### src/rtl/core/lng_pkg.sv
// Shared constants, word types and register codes for the lattice neighbor generator.
package lng_pkg;

   localparam int MAX_DIMS        = 4;
   localparam int INDEX_BITS      = 20;
   localparam int SIDE_BITS       = 11;
   localparam int DIMS_BITS       = 3;
   localparam int AXIS_FIELD_BITS = 2;
   localparam int CSR_INDEX_BITS  = 2;
   localparam int CSR_DATA_BITS   = SIDE_BITS;

   localparam int AXIS_BITS  = (MAX_DIMS > 1) ? $clog2(MAX_DIMS) : 1;
   localparam int Q_BITS     = SIDE_BITS;
   localparam int SHIFT_BITS = $clog2(Q_BITS);
   localparam int COUNT_BITS = INDEX_BITS + 1;
   localparam int TRIAL_BITS = COUNT_BITS + Q_BITS;
   localparam int PROD_BITS  = COUNT_BITS + SIDE_BITS;
   localparam int NUM_CELLS  = MAX_DIMS * Q_BITS;

   localparam logic [PROD_BITS-1:0] COUNT_CAP = PROD_BITS'(1) << INDEX_BITS;

   localparam logic [DIMS_BITS-1:0] DIMS_RESET     = DIMS_BITS'(2);
   localparam logic [SIDE_BITS-1:0] SIDE_RESET     = SIDE_BITS'(16);
   localparam logic                 PERIODIC_RESET = 1'b1;

   typedef enum logic [CSR_INDEX_BITS-1:0] {
      CSR_DIMENSIONS  = 2'd0,
      CSR_SIDE_LENGTH = 2'd1,
      CSR_PERIODIC    = 2'd2
   } csr_index_type;

   // One site on its way down the cell row.
   typedef struct packed {
      logic                  err;
      logic [INDEX_BITS-1:0] idx;
      logic [INDEX_BITS-1:0] rem;
      logic [Q_BITS-1:0]     q;
      logic [MAX_DIMS-1:0]   lo;
      logic [MAX_DIMS-1:0]   hi;
   } item_type;

   typedef struct packed {
      logic                  first;
      logic                  last;
      logic [AXIS_BITS-1:0]  axis;
      logic [SHIFT_BITS-1:0] shift;
   } cell_ctl_type;

   typedef struct packed {
      logic                                  busy;
      logic                                  err;
      logic                                  periodic;
      logic [AXIS_BITS-1:0]                  dims_m1;
      logic [SIDE_BITS-1:0]                  side_m1;
      logic [COUNT_BITS-1:0]                 count;
      logic [MAX_DIMS-1:0][COUNT_BITS-1:0]   stride;
      logic [MAX_DIMS-1:0][INDEX_BITS-1:0]   wrap;
   } cfg_type;

endpackage

### src/rtl/core/lng_cell.sv
// One restoring-division cell: a conditional subtract of the shifted stride per cycle while advance is high.
module lng_cell (
   input  logic                           clock,
   input  logic                           reset,
   input  logic                           advance,
   input  lng_pkg::cell_ctl_type          ctl,
   input  logic [lng_pkg::COUNT_BITS-1:0] stride,
   input  logic [lng_pkg::SIDE_BITS-1:0]  side_m1,
   input  logic                           valid_i,
   input  lng_pkg::item_type              word_i,
   output logic                           valid_o,
   output lng_pkg::item_type              word_o
);

   logic              valid_ff;
   lng_pkg::item_type word_ff, word_in;

   logic [lng_pkg::Q_BITS-1:0]     q_base;
   logic [lng_pkg::TRIAL_BITS-1:0] trial;
   logic                           hit;

   always_comb begin
      q_base  = ctl.first ? '0 : word_i.q;
      trial   = lng_pkg::TRIAL_BITS'(stride) << ctl.shift;
      hit     = lng_pkg::TRIAL_BITS'(word_i.rem) >= trial;
      word_in = word_i;
      if (hit) begin
         word_in.rem = word_i.rem - trial[lng_pkg::INDEX_BITS-1:0];
      end
      word_in.q = {q_base[lng_pkg::Q_BITS-2:0], hit};
      // Coordinate is complete: record whether it sits on either edge.
      if (ctl.last) begin
         word_in.lo[ctl.axis] = (word_in.q == '0);
         word_in.hi[ctl.axis] = (word_in.q == side_m1);
      end
   end

   always_ff @(posedge clock) begin
      if (reset) begin
         valid_ff <= 1'b0;
      end else if (advance) begin
         valid_ff <= valid_i;
      end
   end

   always_ff @(posedge clock) begin
      if (advance) begin
         word_ff <= word_in;
      end
   end

   assign valid_o = valid_ff;
   assign word_o  = word_ff;

endmodule

### config.mk
export PLATFORM = sky130hd
export DESIGN_NAME = lng_cell
export DESIGN_NICKNAME = d
export VERILOG_FILES = /design/src/rtl/core/lng_pkg.sv /design/src/rtl/core/lng_cell.sv
export SDC_FILE = /design/constraint.sdc
export NUM_CORES = 1
export LEC_CHECK = 0
export ABC_AREA = 1
export ABC_CLOCK_PERIOD_IN_PS = 8200
export BUFFER_PORTS_ARGS = -buffer_cell sky130_fd_sc_hd__buf_2
export CORE_MARGIN = 2
export CORE_UTILIZATION = 42
export DETAILED_ROUTE_END_ITERATION = 6
export PLACE_DENSITY = 0.75
export SYNTH_ARGS = -nofsm -noshare
export SYNTH_HDL_FRONTEND = slang
export SYNTH_SLANG_ARGS = --single-unit
### constraint.sdc
create_clock -name clock -period 8.2 [get_ports clock]
set_clock_uncertainty 0.15 [all_clocks]
set_input_delay 0.82 -clock clock [delete_from_list [all_inputs] [get_ports clock]]
set_output_delay 0.82 -clock clock [all_outputs]
set_load 0.005 [all_outputs]
Word level (Yosys, flattened, before mapping) --
Cells that the tools add are included.
Storage, ports and cells: logic and storage cells 22, input port bits 104, register bits after elaboration 61
Operators by class: add/subtract/negate cells 1, order comparisons 3, multiplexer cells 7, reductions and logical operators 2, equality and inequality tests 1, shift operators 1
Operators with widths (count):
- 20-bit by 32-bit >= comparator with 1-bit output | 1
- 21-bit by 4-bit left shift with 32-bit output | 1
- 20-bit two-way mux | 1
- 20-bit subtractor | 1
- 11-bit equality test | 1
- 11-bit zero test | 1
- 10-bit two-way mux | 1
- 4-bit bitwise mux | 2
- 8-bit two-way mux | 1
- 2-bit by 3-bit less-than comparator with 1-bit output, second input constant | 1
- 1-bit demux with 2-bit select | 1
- 2-bit by 1-bit >= comparator with 1-bit output, second input constant | 1
- 1-bit logical AND | 1
- 1-bit two-way mux | 1

Longest topological paths before layout --
depth after elaboration 6, gate-level depth with buffers 25, depth with buffers taken out 23

Least setup slack after synthesis --
Ideal clock, no wire load.
path type input to register, start point input ctl[2] (netlist bit), end point register word_ff (netlist bit word_o[5]) (data pin), slack 4.587 ns, library setup time 0.269 ns, stages on the path 20, arrival 3.194 ns, path buffers 4, path through buf_2 -> inv_1 -> buf_2 -> clkbuf_1 -> nand2_1 -> nor2_1 -> ha_1 -> fa_1 -> nand3b_1 -> nand2_1 -> nand2_1 -> nand2_1 -> nand2_1 -> nand3_1 -> nand2_1 -> nand2_1 -> nand3_2 -> buf_6 -> nand4_2 -> a21oi_1
RTL lines:
- start: declaration | line lng_cell.sv:6 | input lng_pkg::cell_ctl_type ctl,
- end signal: assignment | line lng_cell.sv:48 | word_ff <= word_in;
- end: declaration | line lng_cell.sv:16 | lng_pkg::item_type word_ff, word_in;

==> out/results.txt <==
filler instances: 926
number of DRC markers in iteration 0: 299
Seq/Total Area, Yosys: 0.427
share of layout cells above drive strength 1: 0.263
post-CTS setup buffer count: 0
pwr dens: 158 mW/mm2
initial core utilization: 0.435
Worst-Margin Slew: 0.749 ns
synthesized area per cell: 7.81 um2
status: complete, no violations
initial antenna violation count: 1
Yosys cell types: 35
Setup Viol. Count Final: 0
post-layout util: 0.540
Top delay family on crit path: simple AND/OR/NAND/NOR gates
Sink Count: 61
Post-DP HPWL: 8710 um
# nets final: 829
Worst Path Arrival: 4.49 ns
Final ANT Viol Nets: 0
vias in the first global route: 3,913
crit path buf inv count: 3
Total GRT Usage: 0.198
syn nets: 672
Setup crit end: word_o[6]$_DFFE_PP_
first-pass GRT wire length: 17,700 um
Placed Instances: 826
maxcap violations: 0
Critical Path RT: 8.12 ns
synthesis-to-layout area growth: 24.3%
max incr delay on CP: 0.59 ns
Worst R2R Setup Slack: 7.47 ns
WS Path Type: primary input to register
Sum Neg Setup Slack: 0 ns
chip width: 105 um
Post-CTS Hold Fix Bufs: 0
Ys Warns: 0
clock root buffer: clkbuf_8
# diodes: 0
die area: 0.0110 mm2
Cells after Synth: 547
VDD IR-drop max: 0.0749 mV
Ports: 165
final hold vios: 0
slowest stage cell, crit path: nand3_2
largest net degree at the start of global routing: 62
Clock power frac: 0.242
Worst setup EP type: register
crit-path cells: buf_2 -> inv_1 -> nand3_1 -> o21ai_0 -> mux2i_1 -> o21ai_0 -> ha_1 -> nand2_1 -> inv_1 -> nand3_1 -> nor2_1 -> nand3_1 -> nand3_1 -> nand2_1 -> nand2_1 -> nand3_2 -> nand4_2 -> a21oi_1
port bufs: 163
Slew headroom: 0.500
net switching power: 260 uW
clock buffer count from CTS: 9
Syn Std Cell Area: 0.00427 mm2
Worst path most repeated cell: nand3_1
flops & latches, synth: 61
asr flop ratio synth: 0
Clk Latency, worst-skew pair: 0.33 ns
worst-case clock buffer depth: 2
Leakage: 0.00259 uW
Primary FF master, synth: edfxtp_1
Reg clk slew, reported paths: 0.06 ns
WP depth: 18
H-tree depth: 3
combinational power share: 0.306
path depth of the worst reg2reg path: 2
final worst-path cycle share: 0.557
RSZ-0062 raised after global routing: no
min Tclk post-route: 4.57 ns
Max Slew Vio Count: 0
crit-path max FO: 41
vias: 4,284
HP Class: register to register
Non-Filler Instances: 839
number of synthesized flops with an enable pin: 60
final WL: 11,000 um
drt pass-1 iters: 5
FF-to-FF Start: valid_o$_SDFFE_PP0P_
core area: 0.00982 mm2
reg2reg end: valid_o$_SDFFE_PP0P_
grt ovf: 0
CP Launch Point: ctl[1]
TritonCTS clock tree: built
switching fraction of total power: 0.309
Routability Congestion: 0.903
DR WL/cell: 13.1 um
die height: 105 um
sequential power share: 0.452
drc violations: 0
# rows: 36
Resized Gates After CTS: 0
Setup crit start kind: primary input
Internal: 580 uW
DR vias/cell: 5.11
fmax: 219 MHz
[final cells by class]
cell class | instances | area, um2 | area share
Clock buffer | 9 | 124 | 0.0233
Clock inverter | 4 | 18.8 | 0.00354
Inverter | 37 | 139 | 0.0262
Multi-Input combinational cell | 431 | 2210 | 0.417
Sequential cell | 61 | 1820 | 0.343
Tap cell | 133 | 166 | 0.0314
Timing Repair Buffer | 164 | 823 | 0.155
[cell families (layout without fill, tap and decap cells)]
kind of cell               count (synthesis)  in the layout  share of synthesized area
buffers and inverters                     55            214                     0.0551
muxes                                      2              2                    0.00469
and+or+nand+nor                          289            289                      0.282
AOI/OAI and AO/OA                         93             93                      0.115
xor gates and xnor gates                  26             26                     0.0533
adders and majority gates                 21             21                     0.0633
DFF                                       61             61                      0.427
[synth_stat cells (4+ instances only)]
cell | number | area, um2
nand2_1 | 189 | 709
edfxtp_1 | 60 | 1800
nand3_1 | 41 | 205
nor2_1 | 36 | 135
inv_1 | 33 | 124
o21ai_0 | 33 | 165
a21oi_1 | 27 | 135
ha_1 | 20 | 250
o21ai_1 | 20 | 100
xnor2_1 | 16 | 140
buf_2 | 11 | 55.1
xor2_1 | 10 | 87.6
a31oi_1 | 5 | 31.3
nand4_1 | 5 | 31.3
nor4_1 | 5 | 31.3
or2_2 | 5 | 31.3
nor3_1 | 4 | 20.0
[layout by cell type, fill, tap and decap left out, types with 3 or more instances in the layout]
cell | synthesis | final
nor4_1 | 5 | 5
clkinv_2 | 0 | 3
clkbuf_8 | 0 | 9
o21ai_1 | 20 | 20
nand3_1 | 41 | 41
nor3_1 | 4 | 4
a31oi_1 | 5 | 5
nor2_1 | 36 | 36
buf_2 | 11 | 163
a21oi_1 | 27 | 27
xnor2_1 | 16 | 16
ha_1 | 20 | 20
or2_2 | 5 | 5
o21ai_0 | 33 | 33
clkinv_1 | 2 | 3
nand2_1 | 189 | 189
xor2_1 | 10 | 10
nand4_1 | 5 | 5
edfxtp_1 | 60 | 60
inv_1 | 33 | 33
[worst min-delay path: stages, from the launching register on]
cell and delay, ns:
dfxtp_1 0.32, mux2i_1 0.06, nor2_1 0.08
[layer usage]
metal | GRT usage | share of wire
met5 | 0 | 0.0012
met4 | 0.0714 | 0.012
met3 | 0.0449 | 0.078
met2 | 0.333 | 0.47
met1 | 0.250 | 0.44
[sequential cells by signal, summed over array words and instances (netlist names)]
register  count
valid_o       1
word_o       60
[worst min-delay path by stage]
stage,start,to,slack [ns],depth (start not counted)
floorplan,valid_o$_SDFFE_PP0P_,valid_o$_SDFFE_PP0P_,0.33,2
global placement,valid_o$_SDFFE_PP0P_,valid_o$_SDFFE_PP0P_,0.32,2
detailed placement,valid_o$_SDFFE_PP0P_,valid_o$_SDFFE_PP0P_,0.35,2
CTS,valid_o$_SDFFE_PP0P_,valid_o$_SDFFE_PP0P_,0.36,2
global route,valid_o$_SDFFE_PP0P_,valid_o$_SDFFE_PP0P_,0.40,2
finish,valid_o$_SDFFE_PP0P_,valid_o$_SDFFE_PP0P_,0.35,2
[per-stage QoR]
| step | power (uW) | hold slack, ns | cell area, um2 | setup slack [ns] |
|---|---|---|---|---|
| after CTS | 845 | 0.361 | 5310 | 3.65 |
| final | 840 | 0.352 | 5310 | 3.63 |
| after global routing | 892 | 0.398 | 5310 | 2.94 |
| after global placement | 634 | 0.319 | 5160 | 3.41 |
| after detailed placement | 640 | 0.346 | 5160 | 3.30 |
| after floorplan | 550 | 0.335 | 4270 | 4.59 |
[power by group through the flow]
stage,registers [uW],logic [uW],clock network [uW]
finish,380,257,203
floorplan,391,159,0
CTS,380,255,210
global route,382,289,221
detailed placement,386,254,0
global placement,385,248,0
Power figures use the tool's default switching activity.
