**config.mk**
```make
export PLATFORM = sky130hd
export DESIGN_NAME = lng_expand
export DESIGN_NICKNAME = d
export VERILOG_FILES = /design/src/rtl/core/lng_pkg.sv /design/src/rtl/core/lng_expand.sv
export SDC_FILE = /design/constraint.sdc
export NUM_CORES = 1
export LEC_CHECK = 0
export BUFFER_PORTS_ARGS = -buffer_cell sky130_fd_sc_hd__buf_4
export CAP_MARGIN = 20
export CORE_AREA = 4 4 111 113
export DETAILED_ROUTE_END_ITERATION = 10
export DIE_AREA = 0 0 115 117
export HOLD_SLACK_MARGIN = 0.12
export PLACE_DENSITY = 0.79
export SETUP_SLACK_MARGIN = 0.5
export SYNTH_ARGS = -nofsm -noshare
export SYNTH_HDL_FRONTEND = slang
export SYNTH_SLANG_ARGS = --single-unit
```
**constraint.sdc**
```tcl
create_clock -name clock -period 6.6 [get_ports clock]
set_clock_uncertainty 0.1 [all_clocks]
set_input_delay 0.33 -clock clock [delete_from_list [all_inputs] [get_ports clock]]
set_output_delay 0.33 -clock clock [all_outputs]
set_load 0.01 [all_outputs]
```
**src/rtl/core/lng_pkg.sv**
```systemverilog
// Shared constants, word types and register codes for the lattice neighbor generator.
package lng_pkg;

   localparam int MAX_DIMS        = 4;
   localparam int INDEX_BITS      = 20;
   localparam int SIDE_BITS       = 11;
   localparam int DIMS_BITS       = 3;
   localparam int AXIS_FIELD_BITS = 2;
   localparam int CSR_INDEX_BITS  = 2;
   localparam int CSR_DATA_BITS   = SIDE_BITS;

   localparam int AXIS_BITS  = (MAX_DIMS > 1) ? $clog2(MAX_DIMS) : 1;
   localparam int Q_BITS     = SIDE_BITS;
   localparam int SHIFT_BITS = $clog2(Q_BITS);
   localparam int COUNT_BITS = INDEX_BITS + 1;
   localparam int TRIAL_BITS = COUNT_BITS + Q_BITS;
   localparam int PROD_BITS  = COUNT_BITS + SIDE_BITS;
   localparam int NUM_CELLS  = MAX_DIMS * Q_BITS;

   localparam logic [PROD_BITS-1:0] COUNT_CAP = PROD_BITS'(1) << INDEX_BITS;

   localparam logic [DIMS_BITS-1:0] DIMS_RESET     = DIMS_BITS'(2);
   localparam logic [SIDE_BITS-1:0] SIDE_RESET     = SIDE_BITS'(16);
   localparam logic                 PERIODIC_RESET = 1'b1;

   typedef enum logic [CSR_INDEX_BITS-1:0] {
      CSR_DIMENSIONS  = 2'd0,
      CSR_SIDE_LENGTH = 2'd1,
      CSR_PERIODIC    = 2'd2
   } csr_index_type;

   // One site on its way down the cell row.
   typedef struct packed {
      logic                  err;
      logic [INDEX_BITS-1:0] idx;
      logic [INDEX_BITS-1:0] rem;
      logic [Q_BITS-1:0]     q;
      logic [MAX_DIMS-1:0]   lo;
      logic [MAX_DIMS-1:0]   hi;
   } item_type;

   typedef struct packed {
      logic                  first;
      logic                  last;
      logic [AXIS_BITS-1:0]  axis;
      logic [SHIFT_BITS-1:0] shift;
   } cell_ctl_type;

   typedef struct packed {
      logic                                  busy;
      logic                                  err;
      logic                                  periodic;
      logic [AXIS_BITS-1:0]                  dims_m1;
      logic [SIDE_BITS-1:0]                  side_m1;
      logic [COUNT_BITS-1:0]                 count;
      logic [MAX_DIMS-1:0][COUNT_BITS-1:0]   stride;
      logic [MAX_DIMS-1:0][INDEX_BITS-1:0]   wrap;
   } cfg_type;

endpackage

```
**src/rtl/core/lng_expand.sv**
```systemverilog
// Result serializer: turns one decoded site into its neighbor words and holds the output register.
module lng_expand (
   input  logic                                 clock,
   input  logic                                 reset,
   input  lng_pkg::cfg_type                     cfg,
   input  logic                                 tail_valid,
   input  lng_pkg::item_type                    tail_word,
   output logic                                 take,
   input  logic                                 rsp_stall,
   output logic                                 rsp_valid,
   output logic [lng_pkg::INDEX_BITS-1:0]       rsp_neighbor_index,
   output logic [lng_pkg::AXIS_FIELD_BITS-1:0]  rsp_axis,
   output logic                                 rsp_toward_lower,
   output logic                                 rsp_present,
   output logic                                 rsp_site_error,
   output logic                                 rsp_last
);

   logic                          exp_valid_ff, exp_valid_in;
   lng_pkg::item_type             word_ff;
   logic [lng_pkg::AXIS_BITS:0]   cnt_ff, cnt_in;

   logic                                 rsp_valid_ff, rsp_valid_in;
   logic [lng_pkg::INDEX_BITS-1:0]       rsp_neighbor_index_ff, rsp_neighbor_index_in;
   logic [lng_pkg::AXIS_FIELD_BITS-1:0]  rsp_axis_ff, rsp_axis_in;
   logic                                 rsp_toward_lower_ff, rsp_toward_lower_in;
   logic                                 rsp_present_ff, rsp_present_in;
   logic                                 rsp_site_error_ff, rsp_site_error_in;
   logic                                 rsp_last_ff, rsp_last_in;

   logic [lng_pkg::AXIS_BITS-1:0]  ax;
   logic                           down;
   logic                           is_final;
   logic                           out_ready;
   logic                           emit;
   logic                           at_edge;
   logic                           sub;
   logic                           cut;
   logic [lng_pkg::INDEX_BITS-1:0] mag;
   logic [lng_pkg::INDEX_BITS-1:0] sum;

   always_comb begin
      ax        = cnt_ff[lng_pkg::AXIS_BITS:1];
      down      = cnt_ff[0];
      is_final  = word_ff.err || ((ax == cfg.dims_m1) && down);
      out_ready = !rsp_valid_ff || !rsp_stall;
      emit      = exp_valid_ff && out_ready;
      take      = !exp_valid_ff || (emit && is_final);

      // An edge step uses the wrap offset in the opposite direction.
      at_edge = down ? word_ff.lo[ax] : word_ff.hi[ax];
      mag     = at_edge ? cfg.wrap[ax] : cfg.stride[ax][lng_pkg::INDEX_BITS-1:0];
      sub     = down ^ at_edge;
      sum     = sub ? (word_ff.idx - mag) : (word_ff.idx + mag);
      cut     = at_edge && !cfg.periodic;

      exp_valid_in = take ? tail_valid : exp_valid_ff;
      if (take) begin
         cnt_in = '0;
      end else if (emit) begin
         cnt_in = cnt_ff + (lng_pkg::AXIS_BITS + 1)'(1);
      end else begin
         cnt_in = cnt_ff;
      end

      rsp_valid_in          = emit || (rsp_valid_ff && rsp_stall);
      rsp_neighbor_index_in = rsp_neighbor_index_ff;
      rsp_axis_in           = rsp_axis_ff;
      rsp_toward_lower_in   = rsp_toward_lower_ff;
      rsp_present_in        = rsp_present_ff;
      rsp_site_error_in     = rsp_site_error_ff;
      rsp_last_in           = rsp_last_ff;
      if (emit) begin
         if (word_ff.err) begin
            rsp_neighbor_index_in = '0;
            rsp_axis_in           = '0;
            rsp_toward_lower_in   = 1'b0;
            rsp_present_in        = 1'b0;
            rsp_site_error_in     = 1'b1;
            rsp_last_in           = 1'b1;
         end else begin
            rsp_neighbor_index_in = cut ? '0 : sum;
            rsp_axis_in           = lng_pkg::AXIS_FIELD_BITS'(ax);
            rsp_toward_lower_in   = down;
            rsp_present_in        = !cut;
            rsp_site_error_in     = 1'b0;
            rsp_last_in           = is_final;
         end
      end
   end

   always_ff @(posedge clock) begin
      if (reset) begin
         exp_valid_ff <= 1'b0;
         cnt_ff       <= '0;
         rsp_valid_ff <= 1'b0;
      end else begin
         exp_valid_ff <= exp_valid_in;
         cnt_ff       <= cnt_in;
         rsp_valid_ff <= rsp_valid_in;
      end
   end

   always_ff @(posedge clock) begin
      if (take) begin
         word_ff <= tail_word;
      end
      rsp_neighbor_index_ff <= rsp_neighbor_index_in;
      rsp_axis_ff           <= rsp_axis_in;
      rsp_toward_lower_ff   <= rsp_toward_lower_in;
      rsp_present_ff        <= rsp_present_in;
      rsp_site_error_ff     <= rsp_site_error_in;
      rsp_last_ff           <= rsp_last_in;
   end

   assign rsp_valid          = rsp_valid_ff;
   assign rsp_neighbor_index = rsp_neighbor_index_ff;
   assign rsp_axis           = rsp_axis_ff;
   assign rsp_toward_lower   = rsp_toward_lower_ff;
   assign rsp_present        = rsp_present_ff;
   assign rsp_site_error     = rsp_site_error_ff;
   assign rsp_last           = rsp_last_ff;

   a_err_closes: assert property (@(posedge clock) disable iff (reset)
      rsp_valid_ff && rsp_site_error_ff |-> rsp_last_ff && !rsp_present_ff)
      else $error("error word must be a single absent last word");

   a_absent_zero: assert property (@(posedge clock) disable iff (reset)
      rsp_valid_ff && !rsp_present_ff |-> rsp_neighbor_index_ff == '0)
      else $error("absent neighbor must carry index zero");

   a_err_one_word: assert property (@(posedge clock) disable iff (reset)
      exp_valid_ff && word_ff.err |-> cnt_ff == '0)
      else $error("error site advanced past its only word");

   a_free_after_last: assert property (@(posedge clock) disable iff (reset)
      emit && is_final && !tail_valid |=> !exp_valid_ff)
      else $error("serializer still busy after last word of a site");

endmodule

```
Yosys cells after proc, flatten, opt, wreduce, memory -nomap -nowiden
Cells that the tools add are included.

operators by class
  $add $sub $neg = 3
  order comparisons = 1
  equal/unequal tests = 1
  multiplexer cells = 12
  bitwise gates (word level) = 1
  reductions and logical operators = 16

operator list
  operator             number
  $mux 20              4
  $bmux 21 s2          1
  $bmux 20 s2          1
  $add 20x20->20       1
  $sub 20x20->20       1
  $logic_and 1x1->1    5
  $logic_not 1->1      5
  $bmux 1 s2           2
  $logic_or 1x1->1     4
  $mux 1               4
  $reduce_or 2->1      2
  $add 3x1->3 const B  1
  $lt 2x3->1 const B   1
  $eq 2x2->1           1
  $xor 1x1->1          1

storage, ports and cells
  register bits = 60
  input port bits = 265
  output and inout port bits = 28
  logic and storage cells = 47

Longest topological paths before layout
Gate-level depths: netlist of the first run.

  depth after elaboration = 6
  mapped depth = 24
  depth with buffers taken out = 20

Worst setup path before layout of the first run
No wires, ideal clock.

  kind = register -> register
  start = register cnt_ff[1] in the netlist's numbering
  end = register rsp_neighbor_index_ff (netlist bit rsp_neighbor_index[19]) (data pin)
  setup time = 0.266 ns
  arrival = 4.507 ns
  data required time = 6.234 ns
  slack = 1.727 ns
  cell stages (with the launch flop) = 20
  path buffers = 4
  period minus slack after synthesis = 4.873 ns
  cells stage by stage = dfxtp_1 -> buf_6 -> mux4_2 -> mux2i_4 -> buf_4 -> buf_4 -> buf_2 -> mux2i_1 -> ha_1 -> nand2_1 -> o21ai_0 -> xnor2_1 -> ha_1 -> or3_1 -> o31ai_1 -> nand4_1 -> a31oi_1 -> o21ai_0 -> xnor2_1 -> nor2_1

between the ends
  cells in the longest elaborated chain, start to end = 6
  elaborated cells on any way between the ends = 16
  those cells by class = add/sub: 2; mux: 11; bitwise: 1; reduce/logical: 2

RTL lines
  element                                           RTL line           text
  start, declared                                   lng_expand.sv:21   logic [lng_pkg::AXIS_BITS:0] cnt_ff, cnt_in;
  start signal, assigned                            lng_expand.sv:99   cnt_ff <= cnt_in;
  $bmux 1 s2                                        lng_expand.sv:51   at_edge = down ? word_ff.lo[ax] : word_ff.hi[ax];
  $mux 1 (implied by the code)                      lng_expand.sv:51
  $mux 1                                            lng_expand.sv:51
  $mux 20                                           lng_expand.sv:52   mag = at_edge ? cfg.wrap[ax] : cfg.stride[ax][lng_pkg::INDEX_BITS-1:0];
  $add 20x20->20 or $sub 20x20->20 (tied branches)  lng_expand.sv:54   sum = sub ? (word_ff.idx - mag) : (word_ff.idx + mag);
  $mux 20                                           lng_expand.sv:54
  end signal, assigned                              lng_expand.sv:108  rsp_neighbor_index_ff <= rsp_neighbor_index_in;
  end, declared                                     lng_expand.sv:24   logic [lng_pkg::INDEX_BITS-1:0] rsp_neighbor_index_ff, rsp_neighbor_index_in;

Several ways; a longest one is shown, not always the timed one. The select of a mux whose other input is x is not followed.
A chain may end at the register's enable or synchronous reset.

Final worst setup path of the first run
Same ends and word-level chain as after synthesis.

==> results of run 1 <==
sequential cells by signal, indices dropped and copies added, names as in the netlist:
signal	flops
cnt_ff	3
exp_valid_ff	1
rsp_axis	2
rsp_last	1
rsp_neighbor_index	20
rsp_present	1
rsp_site_error	1
rsp_toward_lower	1
rsp_valid	1
word_ff	29
area by class of cell:
class                   instances  area share (%)
clock buffers                  14           3.960
clock inverters                 2          0.1447
inverters                      11          0.5967
multi-input cells             282           38.17
flip-flops and latches         60           25.35
well taps                     143           2.586
repair buffers                259           29.19
path summary, 6_finish.rpt:
kind                                          endpoint  slack (ps)  cells after the start
worst max register to register  rsp_neighbor_index[19]        1090                     15
worst min-delay path                      exp_valid_ff         170                      3
worst max-delay path            rsp_neighbor_index[19]        1090                     15
worst min register to register               rsp_valid         410                      2
routing by layer:
layer,share of wire (%),up-vias,GRT usage (%)
met2,55,178,37.69
li1,-,1932,-
met5,0,-,0
met4,2.9,0,8.138
met3,6.5,28,4.267
met1,36,1891,23.39
cells by family (layout without fill, tap and decap cells):
family / count (synthesis) / after routing / synth area share, %
buf+inv: 29 / 286 / 3.333
xor+xnor: 38 / 38 / 7.328
fa+ha+maj: 22 / 22 / 6.226
flops: 60 / 60 / 38.57
mux: 66 / 66 / 26.45
compound gates: 62 / 62 / 8.237
simple gates: 94 / 94 / 9.862
metrics by stage:
step / instances / hold slack, ps / worst slack [ps] / instance area, µm² / utilization, %
CTS: 771 / 143.0 / 1087 / 6919 / 61.12
finish: 771 / 165.3 / 1094 / 6919 / 61.12
global placement: 725 / 389.8 / 1307 / 6335 / 55.96
detailed placement: 725 / 399.2 / 1120 / 6335 / 55.96
floorplan: 371 / 299.1 / 1727 / 4542 / -
global route: 771 / 169.3 / 728.8 / 6919 / 61.12
power groups by stage:
| stage | sequential (µW) | combinational (µW) | clock, µW |
|---|---|---|---|
| floorplan | 482 | 268 | 0 |
| global placement | 474 | 433 | 0 |
| detailed placement | 475 | 450 | 0 |
| CTS | 468 | 469 | 438 |
| global route | 470 | 516 | 459 |
| finish | 468 | 470 | 432 |
worst reg2reg max path, stage by stage (launching register included):
cell,delay [ps]
dfxtp_2,670
mux4_2,640
mux2i_4,510
mux2i_1,390
ha_1,300
a21oi_1,340
ha_1,310
nor2b_1,120
o21ai_0,220
o22ai_1,190
o31ai_1,630
nand4_1,170
a31oi_1,280
o21ai_0,160
xnor2_1,190
nor2_1,50
placed cells by master (no fill, tap or decap), types with 4 or more instances in the layout:
master | synthesis | layout
nand2_1 | 18 | 18
a21oi_1 | 18 | 18
mux2i_1 | 21 | 21
mux4_2 | 42 | 42
o21ai_0 | 15 | 15
ha_1 | 21 | 21
dlygate4sd3_1 | 0 | 30
buf_4 | 3 | 229
nor3_1 | 6 | 6
xor2_1 | 19 | 19
nor2b_1 | 6 | 5
a21o_1 | 4 | 4
clkbuf_16 | 0 | 9
a31oi_1 | 7 | 7
nor2_1 | 42 | 42
edfxtp_1 | 55 | 55
inv_1 | 11 | 11
xnor2_1 | 19 | 19
nand2b_1 | 5 | 5
what timing repair did:
item                       CTS  global route
hold endpoints to repair    31             0
hold buffers                30             0
setup endpoints to repair    0             0
==> metrics, run 1 <==
status complete, no violations; Post-Syn Area 4542 µm²; number of synthesized flops with an enable pin 55; NumNets Final 910; CTS max path bufs 2; Setup crit end kind flip-flop; Switching Share 27.95%; critical path type flip-flop to flip-flop; NetSw 382.8 µW; largest net degree at the start of global routing 38; CP max stage cell dfxtp_2; Critical Path AT 5480 ps; post-cts sizing count 0; Max FO, Critical Path 18; sequential power share 34.1%; Top delay family on crit path compound AO/OA/AOI/OAI gates; Startpoint Class flip-flop; Main synth FF type edfxtp_1; Crit Reg-Reg Startpoint cnt_ff[1]; Mapped Nets 658; Mapped Cells 371; die area 13460 µm²; Synth cell types 50; top post-synthesis cells by count edfxtp_1 (55), mux4_2 (42), nor2_1 (42); Multi-input gate area 2641 µm²; flops & latches, synth 60; port buffer count 223; GRT overflow 0; layout cells sized above 1 47.13%; Int Power 986.9 µW; CTS tree built; Setup crit start cnt_ff[1]; CTS Root Cell clkbuf_16; Initial Util 40.12%; core area 11320 µm²; Max Freq 181.6 MHz; Gate power share 34.3%; clock slew at reported path FFs 50 ps; RSZ-0062 raised after global routing no; CP Cell Sequence mux4_2, mux2i_4, mux2i_1, ha_1, a21oi_1, ha_1, nor2b_1, o21ai_0, o22ai_1, o31ai_1, nand4_1, a31oi_1, o21ai_0, xnor2_1, nor2_1; HP Start tail_valid; Area Overhead vs Synth 52.34%; largest area contributor in the netlist edfxtp_1; DR pass1 iterations 5; Total GRT Usage 20.54%; most frequent cell after synthesis edfxtp_1; Routed WL 13.90 mm; RePlAce Congestion 0.7987; FF/Latch Area 1754 µm²; Fillers 945; share of the synthesized area in the top cell type 36.36%; drt wl/cell 18.03 µm; first-pass GRT wire length 21.20 mm; Bufs and invs on worst path 0; H-Tree Depth 3; Routed Antenna Nets 0; HP Class input pin to flip-flop; CTS buffer count 9; Leak 0.002940 µW; Synth Area per Inst 12.24 µm²; postcts setup bufs 0; total power 1370 µW; fin. max-slew vios 0; Area contributors post-synth edfxtp_1 (36%), mux4_2 (21%), ha_1 (5.8%), mux2i_1 (4.6%), xnor2_1 (3.7%); Rows 39; worst slew pin tran 721.2 ps; final hold vios 0; Critical Path RT 6570 ps; die width 115 µm; initial antenna violation count 0; DRC violations left 0; clock share of power 31.5%; boundary pin count 293; vias per cell 5.226; FFs w/ async S/R, synth 0%; Ys Warns 0; number of global-route vias before repair 4438; clock latency on the worst-skew pair 320 ps; DR iter-0 viols 191; Die H 117 µm; HPWL after DPL 11.40 mm; worst rel slew slack 51.51%; Max VDD drop 0.1355 mV; Setup-failing EPs final 0; Max Cap Viol 0; Tcrit/Tclk final 83.42%; Ant. Diodes 0; clock sink total 60; fin crit period 5506 ps; vias post-DR 4029; CP max stage delay 670 ps; Setup TNS Final 0 ps; sequential area share after synthesis 38.57%; Cell Pwr Density 198.0 nW/µm²
(Power assumes the default switching activity.)
==> inputs of run 2 (changes only) <==
Clock period 6.6 ns to 5.51 ns, I/O delays scaled along.
==> run 2 against run 1 <==
Net effect: clock power increased by 12%; core utilization up 0.57 points; clock-buffer cell count shrank 2; maximum frequency increased by 19%; power grew 18%; critical path depth up 3; largest cell class unchanged; global-route usage is 0.50 points lower; setup slack got worse by 220 ps.
==> metrics, run 2 (synthesis results as in run 1) <==
Routed Antenna Nets 0 (unchanged); Initial Util 40.12% (unchanged); CTS tree built; Startpoint Class flip-flop; hold path depth 4 (+1); Setup crit end kind flip-flop; HP Class input pin to flip-flop; Critical Path RT 5490 ps (-1080 ps); max reg flops 29 (unchanged); Biggest register word_ff; NumNets Final 917 (+0.77%); largest net degree at the start of global routing 30 (-21%); Ant. Diodes 0 (unchanged); vias post-DR 4029 (unchanged); clock latency on the worst-skew pair 320 ps (about the same); die area 13460 µm² (unchanged); Worst Hold End rsp_valid; Setup-failing EPs final 0 (unchanged); total power 1616 µW (+18%); Setup TNS Final 0 ps (unchanged); HP Start rsp_stall; CP max stage cell mux4_2; fin cells 777 (+0.78%); worst slew pin tran 665.8 ps (-55.35 ps); Max FO, Critical Path 11 (-7); Routed WL 13.72 mm (-1.3%); DR pass1 iterations 4 (-1); reg2reg path depth 18 (+3); Leak 0.002965 µW (+0.87%); HPWL after DPL 11.13 mm (-2.4%); boundary pin count 293 (unchanged); Area Overhead vs Synth 53.77%; final hold vios 0 (unchanged); Max VDD drop 0.1371 mV (+1.2%); status complete, no violations; Bufs and invs on worst path 2 (+2); port buffer count 223 (unchanged); post-layout util 61.69% (+0.57 points); first-pass GRT wire length 20.62 mm (-2.7%); most frequent cells in the layout buf_4 (232), edfxtp_1 (55), mux4_2 (42), nor2_1 (42), dlygate4sd3_1 (31); Critical Path AT 4620 ps (-860 ps); cell mode on critical path a31oi_1; Cell Count Post-Placement 727 (+0.28%); GRT overflow 0 (unchanged); drt wl/cell 17.66 µm (-2.1%); CP Cell Sequence mux4_2, mux2i_4, buf_12, buf_4, mux2i_1, nand4_2, nor2_1, a31oi_1, xor2_1, ha_1, o21ai_0, a21o_1, nand4b_1, a31oi_1, a31oi_1, o21ai_0, xnor2_1, nor2_1; die width 115 µm (unchanged); RSZ-0062 raised after global routing no; fin. max-slew vios 0 (unchanged); Total GRT Usage 20.04% (-0.50 points); clock sink total 60 (unchanged); initial antenna violation count 0 (unchanged); vias per cell 5.185 (-0.77%); worst rel slew slack 55.31% (+3.8 points); Max Cap Viol 0 (unchanged); critical path type flip-flop to flip-flop; fin crit period 4639 ps (-866.5 ps); CTS buffer count 9 (unchanged); Place WS 521.6 ps (-598.5 ps); Fillers 893 (-5.5%); H-Tree Depth 3 (unchanged); Top delay family on crit path multiplexers; commonest non-fill, non-tap cell in the layout buf_4; Rows 39 (unchanged); Die H 117 µm (unchanged); CTS max path bufs 2 (unchanged); Cell Pwr Density 231.4 nW/µm² (+17%); DR iter-0 viols 160 (-16%); clock slew at reported path FFs 50 ps (about the same); Max Freq 215.5 MHz (+19%); Worst Slack Setup Final 870.7 ps (-223.5 ps); number of global-route vias before repair 4323 (-2.6%); RePlAce Congestion 0.8047 (+0.75%); core area 11320 µm² (unchanged); Tcrit/Tclk final 84.20% (+0.78 points); Crit Reg-Reg Startpoint cnt_ff[1]; Worst R2R Setup Slack 870 ps (-220 ps); R2R Path End rsp_neighbor_index[19]; CP max stage delay 570 ps (-100 ps); layout cells sized above 1 47.79% (+0.66 points); DRC violations left 0 (unchanged); CTS Root Cell clkbuf_16
## run 2: final cells by class
cell class	instances	area [µm²]	share of cell area, %
clock buffers	12	236.5	3.386
clock inverters	3	15.01	0.2150
inverters	11	41.29	0.5912
multi-input cells	282	2658	38.05
flip-flops and latches	60	1757	25.15
well taps	143	178.9	2.562
repair buffers	266	2098	30.04
## run 2: per-layer routing
layer | wire length (µm) | track usage, % | vias to the layer above
met5 | 0 | 0 | -
met4 | 311 | 7.277 | 0
met3 | 908 | 4.524 | 26
met2 | 7330 | 36.54 | 172
met1 | 5168 | 23.07 | 1873
li1 | - | - | 1958
## run 2: worst max path at each step
stage	from	end	slack, ps	cells after the start
after global routing	cnt_ff[1]	rsp_neighbor_index[16]	480	16
after global placement	cnt_ff[2]	rsp_neighbor_index[18]	720	19
after detailed placement	cnt_ff[2]	rsp_neighbor_index[18]	520	15
final	cnt_ff[1]	rsp_neighbor_index[19]	870	18
after floorplan	cnt_ff[1]	rsp_neighbor_index[19]	640	19
after CTS	cnt_ff[2]	rsp_neighbor_index[16]	540	15
## run 2: timing repair
item,in CTS,in global routing
setup endpoints to repair,1,5
setup buffers,0,4
hold buffers,31,0
gates resized for setup,1,7
endpoints found under the hold margin,31,0
## run 2: worst reg2reg max path, cell delays in order, from the launching register on
cell      delay [ps]
dfxtp_2          390
mux4_2           570
mux2i_4          190
buf_12           160
buf_4            120
mux2i_1          360
nand4_2          210
nor2_1           240
a31oi_1          140
xor2_1           200
ha_1             410
o21ai_0          120
a21o_1           200
nand4b_1         190
a31oi_1          240
a31oi_1          140
o21ai_0          220
xnor2_1          140
nor2_1            50
## run 2: stage by stage
| step | instance area [µm²] | hold slack, ps |
|---|---|---|
| after floorplan | 4542 | 244.6 |
| after global placement | 6350 | 354.7 |
| after detailed placement | 6350 | 355.0 |
| after CTS | 6918 | 259.8 |
| after global routing | 6984 | 294.7 |
| final | 6984 | 261.8 |
## run 2: power by group
group          switching (µW)  total [µW]  internal (µW)
Sequential               11.8         559            548
Clock                     185         484            299
Combinational             267         573            305
